`src/pss_pkg.sv`:
```
// ----------------------------------------------------------------------------
// pss_pkg
// Types and constants shared by the speed step controller and its stages.
// ----------------------------------------------------------------------------
package pss_pkg;

  localparam int SPD_W   = 5;   // speed fields
  localparam int ERR_W   = 6;   // error, -31..31
  localparam int DER_W   = 7;   // derivative, -62..62
  localparam int INTEG_W = 11;  // clamped integral, -1023..1023
  localparam int LIM_W   = 10;  // windup limit
  localparam int GAIN_W  = 16;  // Q8.8 gains
  localparam int PWM_W   = 11;
  localparam int FRAC_W  = 8;   // fraction bits of the gains

  localparam int PP_W  = GAIN_W + 1 + ERR_W;    // proportional product
  localparam int IP_W  = GAIN_W + 1 + INTEG_W;  // integral product
  localparam int DP_W  = GAIN_W + 1 + DER_W;    // derivative product
  localparam int ACC_W = IP_W + 1;
  localparam int ADJ_W = ACC_W - FRAC_W;
  localparam int SUM_W = ADJ_W + 1;

  localparam int CFG_IDX_W  = 8;
  localparam int CFG_DATA_W = 16;

  localparam logic [CFG_IDX_W-1:0] REG_PROP_GAIN    = 8'd0;
  localparam logic [CFG_IDX_W-1:0] REG_INTEG_GAIN   = 8'd1;
  localparam logic [CFG_IDX_W-1:0] REG_DERIV_GAIN   = 8'd2;
  localparam logic [CFG_IDX_W-1:0] REG_WINDUP_LIMIT = 8'd3;

  localparam logic [GAIN_W-1:0] PROP_GAIN_RST    = 16'd256;
  localparam logic [GAIN_W-1:0] INTEG_GAIN_RST   = 16'd26;
  localparam logic [GAIN_W-1:0] DERIV_GAIN_RST   = 16'd13;
  localparam logic [LIM_W-1:0]  WINDUP_LIMIT_RST = 10'd100;

  localparam logic [PWM_W-1:0] PWM_BASE    = 11'd1000;
  localparam logic [PWM_W-1:0] PWM_STEP    = 11'd50;
  localparam logic [SPD_W-1:0] PWM_MAP_TOP = 5'd20;

  typedef struct packed {
    logic [SPD_W-1:0] measured_speed;
    logic [SPD_W-1:0] target_speed;
  } pss_in_t;

  typedef struct packed {
    logic [SPD_W-1:0] next_speed;
    logic [PWM_W-1:0] pwm_value;
  } pss_out_t;

  // terms handed from the error stage to the multiply stage
  typedef struct packed {
    logic signed [ERR_W-1:0]   err;
    logic signed [INTEG_W-1:0] integ;
    logic signed [DER_W-1:0]   deriv;
  } pss_term_t;

  // controller state, visible for checking
  typedef struct packed {
    logic signed [INTEG_W-1:0] integral_sum;
    logic signed [ERR_W-1:0]   prior_error;
  } pss_state_t;

  typedef struct packed {
    logic signed [PP_W-1:0] p_prod;
    logic signed [IP_W-1:0] i_prod;
    logic signed [DP_W-1:0] d_prod;
    logic [SPD_W-1:0]       cur;
    logic [SPD_W-1:0]       tgt;
  } pss_prod_t;

  typedef struct packed {
    logic gains;   // product stage loads
    logic result;  // result stage loads
  } pss_ctrl_t;

endpackage

```
`src/pss_integ.sv`:
```
// ----------------------------------------------------------------------------
// pss_integ
// Error, clamped integral and derivative; holds the integral and prior error.
// ----------------------------------------------------------------------------
module pss_integ import pss_pkg::*; (
  input  logic             clk,
  input  logic             rst_n,
  input  logic             adv,
  input  pss_in_t          item,
  input  logic [LIM_W-1:0] windup_limit,
  output pss_term_t        term,
  output pss_state_t       state
);

  logic signed [INTEG_W-1:0] integ_r, integ_nxt;
  logic signed [ERR_W-1:0]   prior_r;
  logic signed [ERR_W-1:0]   err;
  logic signed [INTEG_W:0]   sum;
  logic signed [INTEG_W:0]   lim;
  logic signed [INTEG_W:0]   neg_lim;

  always_comb begin
    err = $signed({1'b0, item.target_speed}) - $signed({1'b0, item.measured_speed});
    sum = {{(INTEG_W + 1 - ERR_W){err[ERR_W-1]}}, err} + {integ_r[INTEG_W-1], integ_r};
    lim = $signed({{(INTEG_W + 1 - LIM_W){1'b0}}, windup_limit});
    neg_lim = -lim;
    // anti-windup clamp
    if (sum > lim) begin
      integ_nxt = lim[INTEG_W-1:0];
    end else if (sum < neg_lim) begin
      integ_nxt = neg_lim[INTEG_W-1:0];
    end else begin
      integ_nxt = sum[INTEG_W-1:0];
    end
    term.err   = err;
    term.integ = integ_nxt;
    term.deriv = {err[ERR_W-1], err} - {prior_r[ERR_W-1], prior_r};
  end

  always_ff @(posedge clk) begin
    if (!rst_n) begin
      integ_r <= '0;
      prior_r <= '0;
    end else if (adv) begin
      integ_r <= integ_nxt;
      prior_r <= err;
    end
  end

  assign state.integral_sum = integ_r;
  assign state.prior_error  = prior_r;

endmodule

```
`src/pss_mul.sv`:
```
// ----------------------------------------------------------------------------
// pss_mul
// Gain multiply stage: three small products, registered.
// ----------------------------------------------------------------------------
module pss_mul import pss_pkg::*; (
  input  logic              clk,
  input  logic              load,
  input  pss_term_t         term,
  input  pss_in_t           item,
  input  logic [GAIN_W-1:0] prop_gain,
  input  logic [GAIN_W-1:0] integ_gain,
  input  logic [GAIN_W-1:0] deriv_gain,
  output pss_prod_t         prod
);

  pss_prod_t prod_r, prod_nxt;

  always_comb begin
    prod_nxt.p_prod = $signed({1'b0, prop_gain})  * term.err;
    prod_nxt.i_prod = $signed({1'b0, integ_gain}) * term.integ;
    prod_nxt.d_prod = $signed({1'b0, deriv_gain}) * term.deriv;
    prod_nxt.cur    = item.measured_speed;
    prod_nxt.tgt    = item.target_speed;
  end

  always_ff @(posedge clk) begin
    if (load) begin
      prod_r <= prod_nxt;
    end
  end

  assign prod = prod_r;

endmodule

```
`src/pss_out.sv`:
```
// ----------------------------------------------------------------------------
// pss_out
// Sum and truncate the adjustment, clamp the speed, map to pwm; result register.
// ----------------------------------------------------------------------------
module pss_out import pss_pkg::*; (
  input  logic      clk,
  input  logic      load,
  input  pss_prod_t prod,
  output pss_out_t  data
);

  pss_out_t                data_r, data_nxt;
  logic signed [ACC_W-1:0] acc;
  logic signed [ACC_W-1:0] acc_b;
  logic signed [ADJ_W-1:0] adj;
  logic signed [SUM_W-1:0] spd;
  logic signed [SUM_W-1:0] tgt_x;
  logic [SPD_W-1:0]        sel;

  always_comb begin
    acc = ACC_W'(prod.p_prod) + ACC_W'(prod.i_prod) + ACC_W'(prod.d_prod);
    // bias negatives so the shift truncates toward zero
    acc_b = acc + $signed({{(ACC_W - FRAC_W){1'b0}}, {FRAC_W{acc[ACC_W-1]}}});
    adj   = acc_b[ACC_W-1:FRAC_W];
    spd   = $signed({{(SUM_W - SPD_W){1'b0}}, prod.cur}) + {adj[ADJ_W-1], adj};
    tgt_x = $signed({{(SUM_W - SPD_W){1'b0}}, prod.tgt});
    if (spd > tgt_x) begin
      sel = prod.tgt;
    end else if (spd[SUM_W-1]) begin
      sel = '0;
    end else begin
      sel = spd[SPD_W-1:0];
    end
    data_nxt.next_speed = sel;
    if (!sel[0] && sel <= PWM_MAP_TOP) begin
      data_nxt.pwm_value = PWM_BASE + PWM_W'(sel) * PWM_STEP;
    end else begin
      data_nxt.pwm_value = PWM_BASE;
    end
  end

  always_ff @(posedge clk) begin
    if (load) begin
      data_r <= data_nxt;
    end
  end

  assign data = data_r;

endmodule

```
`src/pid_speed_step_with_pwm_map.sv`:
```
// ----------------------------------------------------------------------------
// pid_speed_step_with_pwm_map
// PID speed step with integral clamp and a speed-to-pwm map.
// ----------------------------------------------------------------------------
// Usage:
//   in_*  : one word per control step, measured and target speed.
//   out_* : one word per input word, new speed and its pwm value, in order.
//   cfg_* : register writes (index 0..3: prop, integ, deriv gain, windup
//           limit); cfg_ready is always high, other indexes are dropped.
//           Write only while the pipeline is empty.
// Pipeline: three register stages (input, gain products, result); a result
//   shows on out_* after its word passes the product and result registers.
// Throughput: one word per cycle without stalls; integral and prior error
//   update in the first stage, so back-to-back words see each other's state.
// Reset clears the pipeline, the integral and prior error, and loads the
//   default gains (1.0, ~0.1, ~0.05) and a windup limit of 100.
// When out_ready is low the result holds; earlier stages keep filling, and
//   in_ready drops once all three stages are full.
// ----------------------------------------------------------------------------
module pid_speed_step_with_pwm_map import pss_pkg::*; (
  input  logic                  clk,
  input  logic                  rst_n,
  input  logic                  in_valid,
  output logic                  in_ready,
  input  pss_in_t               in_data,
  output logic                  out_valid,
  input  logic                  out_ready,
  output pss_out_t              out_data,
  input  logic                  cfg_valid,
  output logic                  cfg_ready,
  input  logic [CFG_IDX_W-1:0]  cfg_index,
  input  logic [CFG_DATA_W-1:0] cfg_data
);

  logic [GAIN_W-1:0] prop_gain_r, integ_gain_r, deriv_gain_r;
  logic [LIM_W-1:0]  windup_limit_r;

  logic       a_v_r, a_v_nxt;
  logic       b_v_r, b_v_nxt;
  logic       c_v_r, c_v_nxt;
  pss_in_t    a_data_r;
  logic       ready_b, ready_c;
  pss_ctrl_t  ctrl;
  pss_term_t  term;
  pss_state_t st;
  pss_prod_t  prod;

  assign cfg_ready = 1'b1;

  always_ff @(posedge clk) begin
    if (!rst_n) begin
      prop_gain_r    <= PROP_GAIN_RST;
      integ_gain_r   <= INTEG_GAIN_RST;
      deriv_gain_r   <= DERIV_GAIN_RST;
      windup_limit_r <= WINDUP_LIMIT_RST;
    end else if (cfg_valid) begin
      unique case (cfg_index)
        REG_PROP_GAIN:    prop_gain_r    <= cfg_data;
        REG_INTEG_GAIN:   integ_gain_r   <= cfg_data;
        REG_DERIV_GAIN:   deriv_gain_r   <= cfg_data;
        REG_WINDUP_LIMIT: windup_limit_r <= cfg_data[LIM_W-1:0];
        default: ;
      endcase
    end
  end

  // stage flow control
  assign ready_c     = !c_v_r || out_ready;
  assign ready_b     = !b_v_r || ready_c;
  assign in_ready    = !a_v_r || ready_b;
  assign ctrl.gains  = a_v_r && ready_b;
  assign ctrl.result = b_v_r && ready_c;

  always_comb begin
    a_v_nxt = in_ready ? in_valid : a_v_r;
    b_v_nxt = ready_b  ? a_v_r    : b_v_r;
    c_v_nxt = ready_c  ? b_v_r    : c_v_r;
  end

  always_ff @(posedge clk) begin
    if (!rst_n) begin
      a_v_r <= 1'b0;
      b_v_r <= 1'b0;
      c_v_r <= 1'b0;
    end else begin
      a_v_r <= a_v_nxt;
      b_v_r <= b_v_nxt;
      c_v_r <= c_v_nxt;
    end
  end

  always_ff @(posedge clk) begin
    if (in_valid && in_ready) begin
      a_data_r <= in_data;
    end
  end

  pss_integ u_integ (
    .clk          (clk),
    .rst_n        (rst_n),
    .adv          (ctrl.gains),
    .item         (a_data_r),
    .windup_limit (windup_limit_r),
    .term         (term),
    .state        (st)
  );

  pss_mul u_mul (
    .clk        (clk),
    .load       (ctrl.gains),
    .term       (term),
    .item       (a_data_r),
    .prop_gain  (prop_gain_r),
    .integ_gain (integ_gain_r),
    .deriv_gain (deriv_gain_r),
    .prod       (prod)
  );

  pss_out u_out (
    .clk  (clk),
    .load (ctrl.result),
    .prod (prod),
    .data (out_data)
  );

  assign out_valid = c_v_r;

  // controller state moves only when a word leaves the first stage
  a_state_hold: assert property (@(posedge clk) disable iff (!rst_n)
    rst_n && !ctrl.gains |=> $stable(st))
    else $error("controller state changed without a word advancing");

  // a full pipeline under a stalled output takes no new word
  a_full_stall: assert property (@(posedge clk) disable iff (!rst_n)
    a_v_r && b_v_r && c_v_r && !out_ready |-> !in_ready)
    else $error("input accepted with all stages full");

  // odd speeds map to the base pulse width
  a_odd_pwm: assert property (@(posedge clk) disable iff (!rst_n)
    out_valid && out_data.next_speed[0] |-> out_data.pwm_value == PWM_BASE)
    else $error("odd speed with non-base pwm");

  // result stage never loads from an empty product stage
  a_load_src: assert property (@(posedge clk) disable iff (!rst_n)
    ctrl.result |=> out_valid)
    else $error("result load without valid output");

endmodule
```
`config.mk`:
```
export PLATFORM = sky130hd
export DESIGN_NAME = pid_speed_step_with_pwm_map
export DESIGN_NICKNAME = d
export VERILOG_FILES = /design/src/pss_pkg.sv /design/src/pss_integ.sv /design/src/pss_mul.sv /design/src/pss_out.sv /design/src/pid_speed_step_with_pwm_map.sv
export SDC_FILE = /design/constraint.sdc
export NUM_CORES = 1
export LEC_CHECK = 0
export ABC_AREA = 1
export BUFFER_PORTS_ARGS = -buffer_cell sky130_fd_sc_hd__buf_2
export CORE_UTILIZATION = 45
export CTS_BUF_LIST = sky130_fd_sc_hd__clkbuf_4
export CTS_CLUSTER_DIAMETER = 50
export CTS_CLUSTER_SIZE = 30
export DETAILED_ROUTE_END_ITERATION = 6
export PLACE_DENSITY = 0.68
export SYNTH_ARGS = -nofsm -noshare
export SYNTH_HDL_FRONTEND = slang
export SYNTH_HIERARCHICAL = 1
export SYNTH_SLANG_ARGS = --single-unit
```
`constraint.sdc`:
```
create_clock -name clk -period 10.1 [get_ports clk]
set_input_delay 2.02 -clock clk [delete_from_list [all_inputs] [get_ports clk]]
set_output_delay 2.02 -clock clk [all_outputs]
set_load 0.02 [all_outputs]
```
Yosys cells after proc, flatten, opt, wreduce, memory -nomap -nowiden
Index checks and enable logic that the tools add are counted.
{"block": "totals", "ff_bits": 189, "out_inout_bits": 19, "in_bits": 39, "wordCells": 58}
{"block": "op_classes", "n_reduce_logical": 16, "multipliers": 4, "eq_ne": 3, "magnitude_cmp": 4, "addsub": 9, "muxes": 4}
{"operator": "23-bit by 28-bit adder with 29-bit output", "n": 1}
{"operator": "29-bit by 24-bit adder with 29-bit output", "n": 1}
{"operator": "29-bit by 9-bit adder with 29-bit output", "n": 1}
{"operator": "17-bit by 11-bit multiplier with 28-bit output", "n": 1}
{"operator": "17-bit by 7-bit multiplier with 24-bit output", "n": 1}
{"operator": "17-bit by 6-bit multiplier with 23-bit output", "n": 1}
{"operator": "6-bit by 21-bit adder with 22-bit output", "n": 1}
{"operator": "22-bit by 6-bit > comparator with 1-bit output", "n": 1}
{"operator": "11-bit two-way mux", "n": 2}
{"operator": "8-bit by 2-bit equality test with 1-bit output, second input constant", "n": 2}
{"operator": "6-bit by 11-bit adder with 12-bit output", "n": 1}
{"operator": "12-bit by 11-bit > comparator with 1-bit output", "n": 1}
{"operator": "12-bit less-than comparator", "n": 1}
{"operator": "10-bit negation with 12-bit output", "n": 1}
{"operator": "10-bit by 11-bit adder with 11-bit output, first input constant", "n": 1}
{"operator": "5-bit by 5-bit multiplier with 10-bit output, second input constant", "n": 1}
{"operator": "5-bit two-way mux", "n": 2}
{"operator": "8-bit by 1-bit equality test with 1-bit output, second input constant", "n": 1}
{"operator": "8-bit logical NOT", "n": 1}
{"operator": "2-bit AND reduction", "n": 4}
{"operator": "6-bit by 6-bit subtractor with 7-bit output", "n": 1}
{"operator": "5-bit by 5-bit subtractor with 6-bit output", "n": 1}
{"operator": "5-bit <= comparator, second input constant", "n": 1}
{"operator": "1-bit logical AND", "n": 4}
{"operator": "2 further kinds", "n": 7}

Logic depth before layout (Yosys ltp)
{"block": "logic_depth", "ltp_word": 8, "mapped_depth": 61}

Hierarchy
The synthesis kept the hierarchy.
{"mod": "pss_mul", "cells_each": 2180, "n_inst": 1, "seq_area_each_um2": 2552.4, "area_each_um2": 16701.0}
{"mod": "pss_out", "cells_each": 853, "n_inst": 1, "seq_area_each_um2": 450.4, "area_each_um2": 5340.1}
{"mod": "pid_speed_step_with_pwm_map", "cells_each": 374, "n_inst": 1, "seq_area_each_um2": 1521.5, "area_each_um2": 2944.1}
{"mod": "pss_integ", "cells_each": 436, "n_inst": 1, "seq_area_each_um2": 340.3, "area_each_um2": 2755.1}

Worst setup path after synthesis
OpenSTA, ideal clock, no wires.
{"block": "synth_path", "kind": "register to register", "startpoint": "reg a_data_r[2] in the netlist's numbering", "endpoint": "reg u_mul.prod_r, in the netlist u_mul/prod[55], data pin", "setup_slack_ns": 1.516, "path_buffers": 3, "t_required_ns": 9.848, "setup_time_ns": 0.252, "synth_period_minus_slack_ns": 8.584, "arrival_ns": 8.332, "path_stages_with_launch": 46, "cell_sequence": "edfxtp_1 ha_1 a21oi_1 and2_1 inv_1 a21oi_1 inv_1 a21oi_1 ha_1 nand2_2 inv_1 a21oi_2 a21oi_1 nor2_1 xor2_1 inv_1 ha_1 nand2_1 [10 not listed] nand2_1 fa_1 inv_1 fa_1 fa_1 fa_1 inv_1 fa_1 inv_1 ha_1 nand2_2 inv_1 a21oi_1 inv_1 a21oi_1 nand2_1 nand2_1 nand2_1"}
{"element": "start: declaration", "line": "pid_speed_step_with_pwm_map.sv:41", "rtl": "pss_in_t a_data_r;"}
{"element": "start signal: assignment", "line": "pid_speed_step_with_pwm_map.sv:94", "rtl": "a_data_r <= in_data;"}
{"element": "end signal: assignment", "line": "pss_mul.sv:28", "rtl": "prod_r <= prod_nxt;"}
{"element": "end: declaration", "line": "pss_mul.sv:16", "rtl": "pss_prod_t prod_r, prod_nxt;"}

==> Implementation_results.wiki <==
{| class="wikitable"
! Metric !! Value
|-
| Clock period minus worst slack || a little over 9 ns
|-
| Num ports || 58
|-
| Area growth syn-to-layout || 4.420%
|-
| Placeable core region || 60580 um^2
|-
| Die Footprint || 62640 um^2
|-
| Number of standard cells in the final layout excluding fillers || 4635
|-
| Hpwl dp || approximately 57000 um
|-
| Grt total ovfl || 0
|-
| First-pass GRT wire length || 112800 um
|-
| Fin Clk Skew || 0.03713 ns
|-
| Per-cell via count in the routed design || approximately 5.0
|-
| CTS tree || done
|-
| Data required time at the worst endpoint || between 10 and 15 ns
|-
| Post-synthesis sequential element count || 188
|-
| Cell types with the highest counts after synthesis || sky130_fd_sc_hd__nand2_1 (1102), sky130_fd_sc_hd__inv_1 (875), sky130_fd_sc_hd__fa_1 (287)
|-
| Post-route DRC || 0
|-
| Most area-hungry cell type in the Yosys netlist || sky130_fd_sc_hd__fa_1
|-
| Most numerous cell on the critical path || sky130_fd_sc_hd__nand2_1
|-
| Die Y-Extent || between 200 and 300 um
|-
| Unique masters post-synth || 54
|-
| Setup crit start kind || flop
|-
| Most frequent cell after synthesis || sky130_fd_sc_hd__nand2_1
|-
| Routability congestion estimate from global placement || between 0.9 and 1
|-
| Unrepaired setup endpoints after global routing || no
|-
| Post-synth top flop || sky130_fd_sc_hd__edfxtp_1
|-
| Total power per unit cell area || between 300 and 400 nW/um^2
|-
| Leakage power || ~16 nW
|-
| Post-synth design cell area || 27740 um^2
|-
| Number of flops mapped to enable cells by yosys || 110
|-
| Rows || 90
|-
| Register-to-register path setup slack || around 0.83 ns
|-
| Largest net degree at the start of global routing || 70
|-
| Number of vias in the routed layout || between 20000 and 25000
|-
| Arrival time reported for the critical path endpoint || ~10 ns
|-
| Sequential element share of the synthesized area || about 18%
|-
| Slew Limit Headroom || about a quarter
|-
| Number of CTS-inserted buffers || 17
|-
| Vias in the first global route || 22070
|-
| Final slew viol count || 0
|-
| Number of design-rule violations left by the first detailed-router iteration || 1390
|-
| Number of instances in the placed design || between 4000 and 5000
|-
| Hold Crit Class || reg -> reg
|-
| Proportion of synthesized flip-flops having asynchronous set or reset || 0%
|-
| Clock transition time at the flip-flop clock pins of the worst setup and hold paths || approximately 0.19 ns
|-
| Later-pin clock latency in the skew report || 0.73 ns
|-
| Slowest cell on the critical path || sky130_fd_sc_hd__fa_1
|-
| Maximum level of the CTS H-tree || 4
|-
| Buffer cell driving the clock tree root || sky130_fd_sc_hd__clkbuf_4
|-
| Remaining antenna violation count after routing || 0
|-
| Final setup viols || 0
|-
| Final sum of negative setup slack || 0 ns
|-
| Post-synthesis instance total || between 3000 and 4000
|-
| Synthesized area divided by synthesized cell count || approximately 7.2 um^2
|-
| Total clock sinks || about 190
|-
| Proportion of layout cells with a drive suffix above 1 || under 10%
|-
| Highest cell delay on the worst timing path || approximately 0.54 ns
|-
| Input/output buffers || 55
|-
| Element type at the critical path end || flop
|-
| Setup CP Type || reg -> reg
|-
| Number of antenna violations at the first check in global routing || 2
|-
| # Max-Cap Violations || 0
|-
| First-pass iteration count of the detailed router || 5
|-
| Run status || completed
|-
| Number of nets at the end of the flow || 4444
|-
| Worst voltage drop across the vdd grid || a little under 0.3 mV
|-
| Max Clk Rate || 0.1079 GHz
|-
| Hold Vio Cnt, Final || 0
|-
| Global Route Usage Sum || 22.50%
|-
| Warnings, synthesis || 6
|-
| Ranking of synthesized cells by area || sky130_fd_sc_hd__fa_1 (21%), sky130_fd_sc_hd__nand2_1 (15%), sky130_fd_sc_hd__ha_1 (13%)
|-
| Area share of the largest cell type after synthesis || between 20 and 25%
|-
| Die boundary width || 250.3 um
|-
| Effective utilization at floorplan || around 46%
|-
| Final wirelength || 69150 um
|-
| Clock Path Buffers || 2
|-
| Maximum fanout count along the critical path || 11
|-
| Transition time at the pin with the least slew margin || approximately 1.1 ns
|-
| Drt wl/cell || 14.92 um
|-
| Ratio of final minimum period to clock period || between 90% and 100%
|}
==> power by group <==
| part | switching [W] | internal [W] |
|---|---|---|
| Combinational | 0.00537 | 0.00277 |
| Clock | 0.000314 | 0.000160 |
| Sequential | 0.0000655 | 0.00107 |
| Total | 0.00575 | 0.00400 |
==> layout by cell type, fill, tap and decap left out, types with 3 or more instances in the layout <==
cell,netlist,final
sky130_fd_sc_hd__nor2_4,14,15
sky130_fd_sc_hd__nand2_2,43,46
sky130_fd_sc_hd__xor2_2,3,6
sky130_fd_sc_hd__nand2_4,3,3
sky130_fd_sc_hd__and2_1,8,8
sky130_fd_sc_hd__fa_1,287,287
sky130_fd_sc_hd__nand3_2,23,23
sky130_fd_sc_hd__a21o_1,6,6
sky130_fd_sc_hd__o21ai_0,36,36
sky130_fd_sc_hd__dfxtp_1,78,78
sky130_fd_sc_hd__nand3_1,232,232
sky130_fd_sc_hd__inv_2,8,8
sky130_fd_sc_hd__inv_1,875,874
sky130_fd_sc_hd__nand2_1,1102,1099
sky130_fd_sc_hd__ha_1,283,283
sky130_fd_sc_hd__nand4_1,42,42
sky130_fd_sc_hd__diode_2,0,5
sky130_fd_sc_hd__a21oi_1,150,150
sky130_fd_sc_hd__nor2_2,16,15
sky130_fd_sc_hd__o21bai_1,6,6
sky130_fd_sc_hd__a21oi_2,6,6
sky130_fd_sc_hd__inv_8,0,6
sky130_fd_sc_hd__buf_4,4,18
sky130_fd_sc_hd__xor2_1,53,50
sky130_fd_sc_hd__conb_1,2,3
sky130_fd_sc_hd__nor2_1,250,250
sky130_fd_sc_hd__inv_6,0,3
sky130_fd_sc_hd__a31oi_1,3,3
sky130_fd_sc_hd__xnor2_1,22,22
sky130_fd_sc_hd__or2_2,28,28
sky130_fd_sc_hd__clkbuf_4,0,17
sky130_fd_sc_hd__a211oi_1,3,3
sky130_fd_sc_hd__clkinv_1,2,3
sky130_fd_sc_hd__buf_2,14,55
sky130_fd_sc_hd__nor3_1,20,20
sky130_fd_sc_hd__nand3b_1,6,6
sky130_fd_sc_hd__edfxtp_1,110,110
==> kinds of logic after synthesis <==
family,count (synthesis),synth area share (%)
AOI/OAI and AO/OA,221,4.456
buffers and inverters,986,13.90
DFF,188,17.54
other,2,0.02707
adders and majority gates,570,33.48
and+or+nand+nor,1796,27.94
xor gates and xnor gates,80,2.661
==> routing by layer <==
layer	wire (um)	track usage, %	vias up
li1	-	-	11620
met1	32590	30.90	10690
met2	31370	36.64	611
met3	3619	3.211	83
met4	1576	6.836	0
met5	0	0	-
==> state kept, by name, indices dropped and copies added, names as in the netlist <==
| signal | cells |
|---|---|
| u_mul/prod | 85 |
| deriv_gain_r | 16 |
| integ_gain_r | 16 |
| prop_gain_r | 16 |
| u_out/data | 15 |
| u_integ/integ_r | 11 |
| a_data_r | 10 |
| windup_limit_r | 10 |
| u_integ/prior_r | 6 |
| a_v_r | 1 |
| b_v_r | 1 |
| out_valid | 1 |
==> worst max-delay path: cells and delay by family, from the launching register on <==
| family | cells | cell delay, ns |
|---|---|---|
| fa+ha+maj | 9 | 3.68 |
| buf+inv | 10 | 1.15 |
| xor+xnor | 1 | 0.35 |
| flops | 1 | 0.43 |
| simple gates | 21 | 2.52 |
| compound gates | 5 | 0.89 |
==> final timing paths <==
kind,startpoint,to,cells after the start
min reg2reg,a_data_r[7],u_mul/prod[7],0
max,a_data_r[2],u_mul/prod[61],46
max reg2reg,a_data_r[2],u_mul/prod[61],46
min,a_data_r[7],u_mul/prod[7],0
==> per-stage QoR <==
step	setup WS, ns	util (%)	cell area [um^2]	power, W	hold slack [ns]
detailed placement	0.7594	47.22	28610	0.009281	0.4355
finish	0.8290	47.81	28970	0.009751	0.4808
floorplan	1.516	-	27740	0.007454	0.4264
global route	0.01868	47.81	28970	0.01100	0.4923
global placement	0.8005	47.22	28610	0.009214	0.4333
CTS	0.7544	47.74	28920	0.009794	0.4871
==> cell type report <==
class,instances,area (um^2)
antenna,5,12.51
clock buffer,17,127.6
clock inverter,15,190.2
fill,6139,31620
inverter,885,3324
multi-input combinational,2670,19060
sequential,188,4865
tap,782,978.4
timing repair buffer,73,410.4
==> what timing repair did <==
item | CTS | global route
setup endpoints to repair | 0 | 5
buffers inserted | 0 | 2
hold buffers | 0 | 0
resized for setup | 0 | 4
No activity file was read; power rests on OpenSTA's default activity.
